File: config.mk
export PLATFORM = sky130hd
export DESIGN_NAME = ptw_front
export DESIGN_NICKNAME = d
export VERILOG_FILES = /design/src/design/ptw_pkg.sv /design/src/design/ptw_front.sv
export SDC_FILE = /design/constraint.sdc
export NUM_CORES = 1
export LEC_CHECK = 0
export ABC_AREA = 1
export BUFFER_PORTS_ARGS = -buffer_cell sky130_fd_sc_hd__buf_2
export CORE_ASPECT_RATIO = 1.5
export CORE_MARGIN = 2
export CORE_UTILIZATION = 40
export CTS_CLUSTER_SIZE = 40
export DETAILED_ROUTE_END_ITERATION = 8
export PLACE_DENSITY = 0.58
export SETUP_SLACK_MARGIN = 0.1
export SLEW_MARGIN = 20
export SYNTH_ARGS = -nofsm -noshare
export SYNTH_HDL_FRONTEND = slang
export SYNTH_SLANG_ARGS = --single-unit
File: constraint.sdc
create_clock -name clk_i -period 18 [get_ports clk_i]
set_input_delay 1.8 -clock clk_i [delete_from_list [all_inputs] [get_ports clk_i]]
set_output_delay 1.8 -clock clk_i [all_outputs]
set_load 0.01 [all_outputs]
File: src/design/ptw_pkg.sv
// Shared types, constants and helper functions of the page table walk engine.
// Used by every module of the block but ptw_ram; depends on nothing else.
package ptw_pkg;

  localparam int MEM_WORDS = 65536;
  localparam int TABLE_ENTRIES = 512;
  localparam int MEM_AW = $clog2(MEM_WORDS);
  localparam int IDX_W = $clog2(TABLE_ENTRIES);
  localparam int QUEUE_DEPTH = 4;
  localparam int QUEUE_AW = $clog2(QUEUE_DEPTH);

  localparam logic [63:0] EMPTY_MARK = 64'hFFFF_FFFF_FFFF_FFFF;
  localparam logic [63:0] PAGE_OFFSET_MASK = 64'h0000_0000_0000_0FFF;
  localparam logic [63:0] NEW_TABLE_ATTR = 64'h0000_0000_0000_0007;
  localparam logic [63:0] FLAG_MASK_RESET = 64'h0000_0000_0000_0FFF;

  typedef enum logic [2:0] {
    OP_WRITE = 3'd0,
    OP_READ = 3'd1,
    OP_FREE = 3'd2,
    OP_ALLOC = 3'd3,
    OP_WALK = 3'd4,
    OP_MAP = 3'd5,
    OP_SETFLAGS = 3'd6,
    OP_NOP = 3'd7
  } op_e;

  typedef enum logic [1:0] {
    ST_OK = 2'd0,
    ST_ABSENT = 2'd1,
    ST_NOFREE = 2'd2,
    ST_RANGE = 2'd3
  } status_e;

  typedef enum logic [3:0] {
    S_CLEAR,
    S_IDLE,
    S_RDATA,
    S_POPWAIT,
    S_WALK,
    S_WDATA,
    S_WPOP,
    S_LEAF
  } state_e;

  // Decoded command handed from the front part to the back part.
  typedef struct packed {
    op_e          op;
    logic [19:0]  addr0;   // root plus top-level entry offset
    logic [47:0]  vaddr;
    logic [1:0]   target;  // level at which the walk stops
    logic         create;  // missing tables are allocated
    logic [18:0]  pa;
    logic [63:0]  value;
  } cmd_t;

  typedef struct packed {
    logic clearing;
  } back_status_t;

  function automatic logic in_range(input logic [63:0] a);
    return (a >> 3) < 64'(MEM_WORDS);
  endfunction

  function automatic logic [IDX_W-1:0] level_index(input logic [47:0] va,
                                                   input logic [1:0] k);
    logic [IDX_W-1:0] r;
    case (k)
      2'd0: r = va[47:39];
      2'd1: r = va[38:30];
      2'd2: r = va[29:21];
      default: r = va[20:12];
    endcase
    return r;
  endfunction

endpackage

File: src/design/ptw_front.sv
// Front part: accepts input transfers, decodes them and queues the commands.
// Depends on ptw_pkg.
module ptw_front (
  input  logic                  clk_i,
  input  logic                  rst_ni,
  input  logic                  in_valid_i,
  output logic                  in_ready_o,
  input  logic [2:0]            in_op_i,
  input  logic [18:0]           in_root_i,
  input  logic [47:0]           in_vaddr_i,
  input  logic [1:0]            in_level_i,
  input  logic [18:0]           in_pa_i,
  input  logic [63:0]           in_value_i,
  input  ptw_pkg::back_status_t back_status_i,
  output logic                  cmd_valid_o,
  output ptw_pkg::cmd_t         cmd_o,
  input  logic                  cmd_pop_i
);
  import ptw_pkg::*;

  cmd_t                queue_q [QUEUE_DEPTH];
  logic [QUEUE_AW-1:0] wr_ptr_q, wr_ptr_d, rd_ptr_q, rd_ptr_d;
  logic [QUEUE_AW:0]   count_q, count_d;
  cmd_t                dec;
  logic                push, pop;

  always_comb begin
    dec.op     = op_e'(in_op_i);
    dec.addr0  = {1'b0, in_root_i} + {8'd0, level_index(in_vaddr_i, 2'd0), 3'b000};
    dec.vaddr  = in_vaddr_i;
    dec.target = (op_e'(in_op_i) == OP_WALK) ? in_level_i : 2'd3;
    dec.create = (op_e'(in_op_i) == OP_MAP) || (op_e'(in_op_i) == OP_SETFLAGS);
    dec.pa     = in_pa_i;
    dec.value  = in_value_i;
  end

  assign in_ready_o  = !back_status_i.clearing && (count_q != (QUEUE_AW+1)'(QUEUE_DEPTH));
  assign push        = in_valid_i && in_ready_o;
  assign cmd_valid_o = count_q != '0;
  assign pop         = cmd_pop_i && cmd_valid_o;
  assign cmd_o       = queue_q[rd_ptr_q];

  always_comb begin
    wr_ptr_d = push ? wr_ptr_q + 1'b1 : wr_ptr_q;
    rd_ptr_d = pop ? rd_ptr_q + 1'b1 : rd_ptr_q;
    count_d  = count_q + (QUEUE_AW+1)'(push) - (QUEUE_AW+1)'(pop);
  end

  always_ff @(posedge clk_i or negedge rst_ni) begin
    if (!rst_ni) begin
      wr_ptr_q <= '0;
      rd_ptr_q <= '0;
      count_q  <= '0;
    end else begin
      wr_ptr_q <= wr_ptr_d;
      rd_ptr_q <= rd_ptr_d;
      count_q  <= count_d;
    end
  end

  always_ff @(posedge clk_i) begin
    if (push) begin
      queue_q[wr_ptr_q] <= dec;
    end
  end

  a_no_overflow: assert property (@(posedge clk_i) disable iff (!rst_ni)
    count_q <= (QUEUE_AW+1)'(QUEUE_DEPTH)) else $error("queue overflow");
  a_pop_nonempty: assert property (@(posedge clk_i) disable iff (!rst_ni)
    pop |-> count_q != '0) else $error("pop from empty queue");
  a_count_track: assert property (@(posedge clk_i) disable iff (!rst_ni)
    (push && !pop) |=> count_q == $past(count_q) + 1'b1) else $error("count slip");

endmodule

# --- Yosys cells after proc, flatten, opt, wreduce, memory -nomap -nowiden ---
# Memory sizes are Yosys's and may differ from the RTL's.
# Index checks and enable logic that the tools add are counted.
op_classes:
  n_mux: 3
  n_addsub: 5
  eq_ne: 4
  n_reduce_logical: 6
ops:
  columns: ["operator", "n"]
  rows:
  - ["$add A19 B12 Y20", 1]
  - ["$eq A3 B3 Y1 const B", 3]
  - ["$add A2 B1 Y2 const B", 2]
  - ["$add A3 B1 Y3", 1]
  - ["$logic_and A1 B1 Y1", 3]
  - ["$ne A3 B3 Y1 const B", 1]
  - ["$reduce_bool A3 Y1", 1]
  - ["$sub A3 B1 Y3", 1]
  - ["$mux W1", 2]
  - ["$mux W2", 1]
  - ["$logic_not A1 Y1", 1]
  - ["$logic_or A1 B1 Y1", 1]
totals:
  mem_bits_rw: 628
  mem_count: 1
  regBits: 7
  in_bits: 160
  wordCells: 22
memory_table:
  columns: ["memory", "depth", "word_bits", "read_ports", "rd_ports_with_merged_regs", "write_ports", "line", "source"]
  rows:
  - ["queue_q", 4, 157, 1, 0, 1, "ptw_front.sv:21", "cmd_t queue_q [QUEUE_DEPTH];"]

# --- Logic depth before layout (Yosys ltp) ---
# Gate-level depths: netlist (run 1).
logic_depth:
  word_depth: 5
  depth_mapped: 10
  mapped_depth_nobuf: 10

# --- Least setup slack after synthesis (run 1) ---
# OpenSTA, ideal clock, no wires.
synth_path:
  path_kind: "input -> register"
  start: "input back_status_i"
  end: "memory queue_q[0][0] (netlist name) (enable)"
  setup_slack_ns: 8.442
  t_arrival_ns: 8.881
  stages: 3
  setup_time_ns: 0.677
  n_path_buf: 0
  cell_sequence: "a31oi_1 > nand2_1 > nor2_1"
synth_via:
  elab_chain_cells: 5
synth_lines:
  columns: ["element", "line", "source"]
  rows:
  - ["start: declaration", "ptw_front.sv:14", "input ptw_pkg::back_status_t back_status_i,"]
  - ["$logic_not A1 Y1", "ptw_front.sv:37", "assign in_ready_o = !back_status_i.clearing && (count_q != (QUEUE_AW+1)'(QUEUE_DEPTH));"]
  - ["$logic_and A1 B1 Y1", "ptw_front.sv:37", null]
  - ["$logic_and A1 B1 Y1", "ptw_front.sv:38", "assign push = in_valid_i && in_ready_o;"]
  - ["$mux W1", "ptw_front.sv:62", "if (push) begin"]
  - ["$mux W1 (implied by the code)", "ptw_front.sv:63", "queue_q[wr_ptr_q] <= dec;"]
  - ["end: declaration", "ptw_front.sv:21", null]
# No other way between the ends.

==> summary.txt, run 1 <==
Worst setup path
  – Arrival time at the worst endpoint: 3.68 ns
  – WP buf/inv: 3
  – Crit path max-delay cell type: buf_4
  – CP endpoint kind: output port
  – Setup CP Type: register to output port
  – Family with the most delay on the worst path: buffers and inverters
  – Biggest cell delay along the critical path: 0.75 ns
  – Worst EP required: 16.20 ns
  – CP Cell Sequence: buf_12 > buf_4 > o21ai_0 > o22ai_1 > buf_2
  – Type of origin of the critical path: register
  – Critical Path Fanout Max: 200

Synth
  – Post-Syn Area: 24300 um^2
  – Syn. warnings: 0
  – Synth unique cells: 27
  – Post-Syn Instances: 1710
  – Net count after synthesis: 1887
  – Post-synthesis sequential area ratio: 78.4%
  – Mean post-synth cell area: 14.2 um^2
  – #FFs+latches synth: 635

Timing
  – RSZ-0062 raised after global routing: no
  – Fin crit share: 30.4%
  – Slew margin rel.: 24.9%
  – Final min period: 5.48 ns
  – Setup TNS: 0 ns
  – Final Hold Violating Endpoints: 0
  – Fmax: 182 MHz
  – Final setup fails: 0
  – Final slew viol count: 0
  – Worst Skew: 0.0370 ns
  – Measured slew at the worst slew-check pin: 1.13 ns

Clock network
  – Hold_buf cts: 0
  – Worst-Skew Late Latency: 0.63 ns
  – Clock root buffer: clkbuf_16
  – H-tree depth: 2
  – Post-CTS Setup Repair Bufs: 0
  – CTS tree: yes
  – CTS Buf Count: 59
  – Clock Path Buffers: 3
  – Clock sinks: 635
  – Clk slew on worst S/H paths: 0.06 ns
  – PostCTS Resize Cnt: 0

Global routing
  – Largest net degree at the start of global routing: 201
  – First-pass GRT wire length: 87600 um
  – Antenna violations before repair: 16
  – Grt total ovfl: 0
  – Vias in the first global route: 15000
  – All-layer global routing usage: 18.4%

Finish
  – Multi-input logic area: 4570 um^2
  – Share of layout cells above drive strength 1: 20.8%
  – Register Area: 19000 um^2
  – Total Nets Final: 2180
  – Fillers: 5340
  – Layout area overhead: 16.7%

Power
  – Worst vdd ir: 0.000129 V
  – Power Dens Cells: 158 nW/um^2
  – Lkg Pwr: 9.84 nW
  – Total Power: 4.48 mW

Die
  – Initial core utilization: 40.5%
  – Die outline width: 205 um
  – Die height: 306 um
  – Std cell rows: 110
  – Die footprint: 62800 um^2
  – CORE AREA: 60000 um^2
  – Ports: 319

Job
  – Max cap viols: 0

Detailed routing
  – Uppermost layer routed: met5
  – Pre-antenna DRT Iters: 5
  – Post-DRT Antenna Nets: 0
  – Vias: 14900
  – Drt wl/cell: 20.7 um
  – Starting DRT DRC Count: 1016
  – Drt via density: 5.25
  – Post-Route WL: 58900 um
  – Metal1 wirelength: 22400 um
  – Met3 WL post-DR: 4120 um
  – Routed length on met2: 30200 um
  – DR DRC count: 0

Hold path
  – Hold Crit Class: register to register

Status
  – Status: complete, no violations

Placement
  – HPWL Detailed: 34200 um
  – Final Wtd Congestion: 0.803
  – Port bufs: 318
==> through the flow <==
| stage | cell area [um^2] | worst slack, ns | cells | hold WS (ns) | utilization [%] |
|---|---|---|---|---|---|
| global placement | 26500 | 12.98 | 2726 | 0.493 | 44.2 |
| detailed placement | 26500 | 12.90 | 2726 | 0.502 | 44.2 |
| floorplan | 24300 | 8.44 | 1710 | 0.478 | - |
| finish | 28300 | 12.52 | 2843 | 0.510 | 47.2 |
| CTS | 28300 | 12.39 | 2835 | 0.515 | 47.2 |
| global route | 28300 | 12.26 | 2841 | 0.551 | 47.2 |
==> registers in the layout, summed over array words and instances (netlist names) <==
signal,count
rd_ptr_q,2
count_q,3
wr_ptr_q,2
queue_q,628
==> report_power, final <==
part | internal [mW] | switching [mW] | total, mW
logic | 0.449 | 1.00 | 1.45
registers | 1.80 | 0.0594 | 1.86
clock network | 0.645 | 0.525 | 1.17
total | 2.89 | 1.59 | 4.48
==> worst paths after layout <==
check / start / endpoint / slack (ns) / depth (start not counted)
max: rd_ptr_q[0] / cmd_o[98] / 12.52 / 5
min: count_q[0] / count_q[0] / 0.51 / 1
max reg2reg: count_q[1] / queue_q[1][131] / 14.46 / 6
min reg2reg: count_q[0] / count_q[0] / 0.51 / 1
max in group asynchronous: rst_ni / rd_ptr_q[0] / 16.78 / 1
min in group asynchronous: rst_ni / count_q[1] / 1.04 / 1
==> layout make-up <==
cell class                      count  share of cell area (%)
Sequential cell                   635                    67.2
Multi-Input combinational cell    926                    16.1
Timing Repair Buffer              335                    6.15
Clock buffer                       71                    5.37
Tap cell                          784                    3.46
Clock inverter                     38                    1.03
Inverter                           46                   0.644
Antenna cell                        8                  0.0706
==> worst reg2reg max path, stage by stage (launching register included) <==
cell and delay, ns:
dfrtp_1 0.41, inv_1 0.07, a31oi_1 0.20, nand2_1 0.36, nor2_4 0.65, buf_4 0.79
buf_4 0.70
==> cell usage after synthesis <==
master	count	area share, %
dfrtp_1	7	0.72
nand3b_1	3	0.093
xor2_1	9	0.32
edfxtp_1	628	78
o22ai_1	157	4.0
a21oi_1	6	0.12
nand2_1	64	0.99
buf_2	23	0.47
nor4_1	1	0.026
nand3_1	15	0.31
o21ai_0	283	5.8
clkbuf_2	2	0.041
inv_8	1	0.046
o21bai_1	1	0.031
a31oi_1	1	0.026
o21ai_1	33	0.68
nand4_1	2	0.052
fa_1	2	0.16
clkbuf_4	3	0.093
clkbuf_1	50	0.77
nor2_1	331	5.1
buf_6	5	0.23
inv_1	45	0.70
buf_4	20	0.62
nor3_1	1	0.021
xnor2_1	2	0.072
ha_1	15	0.77
==> kinds of logic after synthesis <==
| kind of cell | count (synthesis) | share of synthesized area (%) |
|---|---|---|
| AOI/OAI and AO/OA | 481 | 10.7 |
| xor gates and xnor gates | 11 | 0.397 |
| adders and majority gates | 17 | 0.937 |
| buffers and inverters | 149 | 2.97 |
| DFF | 635 | 78.4 |
| and+or+nand+nor | 417 | 6.60 |
==> layer usage <==
metal,global-route usage [%],vias up
li1,-,6971
met1,21.1,7374
met2,32.6,448
met3,4.72,117
met4,7.36,14
met5,0,-
==> placed cells by master, fill, tap and decap left out, types with 2 or more instances in the layout <==
cell type | netlist | final
nor2_4 | 0 | 4
dfrtp_1 | 7 | 5
o21ai_0 | 283 | 283
buf_4 | 20 | 15
a21oi_1 | 6 | 6
diode_2 | 0 | 8
dfrtp_4 | 0 | 2
inv_1 | 45 | 44
ha_1 | 15 | 15
buf_2 | 23 | 318
nand2_1 | 64 | 64
fa_1 | 2 | 2
bufinv_16 | 0 | 3
clkinv_2 | 0 | 16
nand4_1 | 2 | 2
xnor2_1 | 2 | 2
clkinvlp_4 | 0 | 2
clkinv_1 | 0 | 14
edfxtp_1 | 628 | 628
nand3_1 | 15 | 15
o21ai_1 | 33 | 33
nor2_1 | 331 | 327
o22ai_1 | 157 | 157
clkbuf_16 | 0 | 59
buf_12 | 0 | 2
xor2_1 | 9 | 9
clkbuf_1 | 50 | 12
nand3b_1 | 3 | 3
Note: power is estimated with default switching activity, not from simulation.
==> run 2: changes to the inputs <==
--- a/config.mk
+++ b/config.mk
@@ -5,7 +5,7 @@
 export SDC_FILE = /design/constraint.sdc
 export NUM_CORES = 1
 export LEC_CHECK = 0
-export ABC_AREA = 1
+export ABC_AREA = 0
 export BUFFER_PORTS_ARGS = -buffer_cell sky130_fd_sc_hd__buf_2
 export CORE_ASPECT_RATIO = 1.5
 export CORE_MARGIN = 2
==> constraint.sdc (replaced) <==
create_clock -name clk_i -period 5.36 [get_ports clk_i]
set_input_delay 0.536 -clock clk_i [delete_from_list [all_inputs] [get_ports clk_i]]
set_output_delay 0.536 -clock clk_i [all_outputs]
set_load 0.01 [all_outputs]
==> run 2 against run 1 <==
Final area is 1.5% lower. Clock-buffer cell count shrank 7. Critical path type unchanged. Register-to-register slack lost 12 ns. Flip-flop and latch count is the same. Synthesized cell count down 46%. Core utilization rose by 0.94 points.
==> summary.txt, run 2 <==
Status
  – Status: complete, no violations

Timing
  – RSZ-0062 raised after global routing: no
  – Slew margin rel.: 44.9% (+20 points)
  – Hold_ws: 0.158 ns (-0.352 ns)
  – Fmax: 298 MHz
  – Final worst slack: 2.00 ns (-10.52 ns)
  – Fin crit share: 62.6%
  – Setup TNS: 0 ns (unchanged)
  – Measured slew at the worst slew-check pin: 0.827 ns (-0.299 ns)
  – Final Hold Violating Endpoints: 0 (unchanged)
  – Final slew viol count: 0 (unchanged)
  – Final min period: 3.36 ns
  – Worst Skew: 0.0107 ns (-0.0263 ns)
  – Final setup fails: 0 (unchanged)

Synth
  – Synth top area share: 80.2% (+2.6 points)
  – Post-Syn Instances: 930 (-46%)
  – Net count after synthesis: 1107 (-41%)
  – Dominant cells by area after synthesis: edfxtp_1 (80%), mux4_2 (15%), ha_1 (0.80%)
  – Top FF cell, synth: edfxtp_1
  – Mean post-synth cell area: 25.3 um^2 (+78%)
  – Count leader, synth: edfxtp_1
  – Async set-reset flop share out of synthesis: 1.10% (unchanged)
  – Post-Syn Area: 23500 um^2 (-3.2%)
  – Post-synth EDFFs: 628 (unchanged)
  – Synth top cells by count: edfxtp_1 (628), mux4_2 (157), buf_2 (22)
  – Syn. warnings: 0 (unchanged)
  – Post-synthesis sequential area ratio: 81.0% (+2.6 points)
  – Cell taking the most area after synthesis: edfxtp_1
  – #FFs+latches synth: 635 (unchanged)
  – Synth unique cells: 35 (+30%)

Detailed routing
  – Drt wl/cell: 22.9 um (+11%)
  – Post-Route WL: 48200 um (-18%)
  – Vias: 10700 (-28%)
  – Pre-antenna DRT Iters: 4 (-1)
  – Drt via density: 5.08 (-3.2%)
  – Starting DRT DRC Count: 526 (-48%)
  – DR DRC count: 0 (unchanged)
  – Post-DRT Antenna Nets: 0 (unchanged)

Finish
  – Cell area after layout: 27900 um^2 (-1.5%)
  – Share of layout cells above drive strength 1: 43.9% (+23 points)
  – Biggest register: queue_q
  – Most frequent cells in the layout: edfxtp_1 (628), buf_2 (318), mux4_2 (157), clkbuf_16 (57), ha_1 (15)
  – Most common cell after layout, fill and taps aside: edfxtp_1
  – Fillers: 4747 (-11%)
  – Core Util, Final: 48.2% (+0.94 points)
  – Layout area overhead: 18.8%
  – Register Area: 19000 um^2 (unchanged)
  – Max reg flops: 628 (unchanged)
  – Multi-input logic area: 4290 um^2 (-6.0%)
  – Non-filler instance count after layout: 2101 (-26%)
  – Total Nets Final: 1466 (-33%)
  – Biggest regs: queue_q: 628 flops, count_q: 3 flops

Die
  – Die outline width: 202 um (-1.6%)
  – Ports: 319 (unchanged)
  – Die height: 301 um (-1.6%)
  – Die footprint: 60800 um^2 (-3.2%)
  – CORE AREA: 58000 um^2 (-3.4%)
  – Std cell rows: 108 (-1.8%)
  – Initial core utilization: 40.5% (+0.065 points)

Worst setup path
  – Reg2reg end: queue_q[1][118]
  – R2R setup slack: 2.72 ns (-11.74 ns)
  – Arrival time at the worst endpoint: 2.82 ns (-0.86 ns)
  – Worst R2R Path Depth: 4 (-2)
  – Setup CP Type: register to output port
  – Start of the worst register-to-register path: count_q[1]
  – Type of origin of the critical path: register
  – Critical Path Fanout Max: 53 (-74%)
  – Worst EP required: 4.82 ns (-11.38 ns)
  – CP endpoint kind: output port

Hold path
  – WHS Path Cells: 1 (unchanged)
  – Hold wc startpoint: in_root_i[0]
  – Hold Crit Class: input port to register
  – Hold path endpoint: queue_q[3][134]

Global routing
  – First-pass GRT wire length: 71900 um (-18%)
  – Vias in the first global route: 11600 (-22%)
  – Largest net degree at the start of global routing: 76 (-62%)
  – All-layer global routing usage: 15.9% (-2.5 points)
  – Antenna violations before repair: 7 (-9)
  – Grt total ovfl: 0 (unchanged)

Clock network
  – Clk slew on worst S/H paths: 0.06 ns (about the same)
  – CTS Buf Count: 56 (-5.1%)
  – Clock Path Buffers: 3 (unchanged)
  – H-tree depth: 2 (unchanged)
  – Clock root buffer: clkbuf_16
  – CTS tree: yes
  – Clock sinks: 635 (unchanged)
  – Worst-Skew Late Latency: 0.59 ns (-0.04 ns)
  – PostCTS Resize Cnt: 0 (unchanged)

Power
  – Total Power: 14.0 mW (+210%)
  – Power Dens Cells: 500 nW/um^2 (+220%)
  – Worst vdd ir: 0.000401 V (+210%)
  – Lkg Pwr: 9.38 nW (-4.6%)

Job
  – Max cap viols: 0 (unchanged)

Placement
  – HPWL Detailed: 30000 um (-12%)
  – Port bufs: 318 (unchanged)
  – DP Area: 26100 um^2 (-1.4%)
  – Placed Instances: 2000 (-27%)
  – Pre-CTS WS: 2.49 ns (-10.41 ns)
  – Final Wtd Congestion: 0.736 (-8.2%)
run 2: cell count changes after synthesis, moves of 19 or more:
cell      before  now
nand2_1       64    9
o21ai_1       33    1
o22ai_1      157    0
inv_1         45    9
mux4_2         0  157
nor2_1       331    5
o21ai_0      283    2
clkbuf_1      50    9
buf_4         20    1
run 2: worst max-delay path, stage by stage (launching register included):
cell,delay (ns)
dfrtp_4,0.98
buf_12,0.48
mux4_2,0.58
buf_2,0.16
run 2: timing repair:
item,in CTS,in global routing
buffers inserted,0,0
setup endpoints to repair,0,0
hold buffers,1,0
hold endpoints to repair,7,0
run 2: kinds of logic (layout without fill, tap and decap cells):
family	count (synthesis)	count (layout)	share of synthesized area, %
AOI/OAI and AO/OA	24	24	0.671
xor gates and xnor gates	19	19	0.708
adders and majority gates	17	17	0.969
buffers and inverters	45	443	0.852
DFF	635	635	81.0
muxes	157	157	15.0
other	0	3	0
and+or+nand+nor	33	33	0.777
run 2: power by group:
group	switching (mW)	internal [mW]	total [mW]
clock	1.70	2.22	3.91
combinational	1.96	1.77	3.73
sequential	0.287	6.04	6.33
run 2: layout make-up:
class | count | area share [%]
Sequential cell | 635 | 68.2
Clock buffer | 64 | 5.20
Antenna cell | 3 | 0.0269
Tap cell | 770 | 3.45
Inverter | 9 | 0.121
Clock inverter | 33 | 1.14
Timing Repair Buffer | 337 | 6.53
Multi-Input combinational cell | 250 | 15.4
run 2: how the worst max path moves through the flow:
stage | startpoint | endpoint | slack, ns | cells after the start
5_1_grt | rd_ptr_q[0] | cmd_o[67] | 1.75 | 3
3_5_place_dp | rd_ptr_q[0] | cmd_o[78] | 2.49 | 3
6_report | rd_ptr_q[0] | cmd_o[78] | 2.00 | 3
2_1_floorplan | back_status_i | queue_q[0][0] | 0.23 | 2
3_3_place_gp | rd_ptr_q[0] | cmd_o[78] | 2.49 | 3
4_1_cts | rd_ptr_q[0] | cmd_o[121] | 1.84 | 3
run 2: layer usage:
layer | part of all wire [%] | GRT usage, % | vias up
li1 | - | - | 4696
met2 | 53 | 28.8 | 315
met1 | 37 | 18.4 | 5584
met3 | 6.1 | 3.93 | 80
met4 | 3.0 | 5.43 | 6
met5 | 0.095 | 0 | -
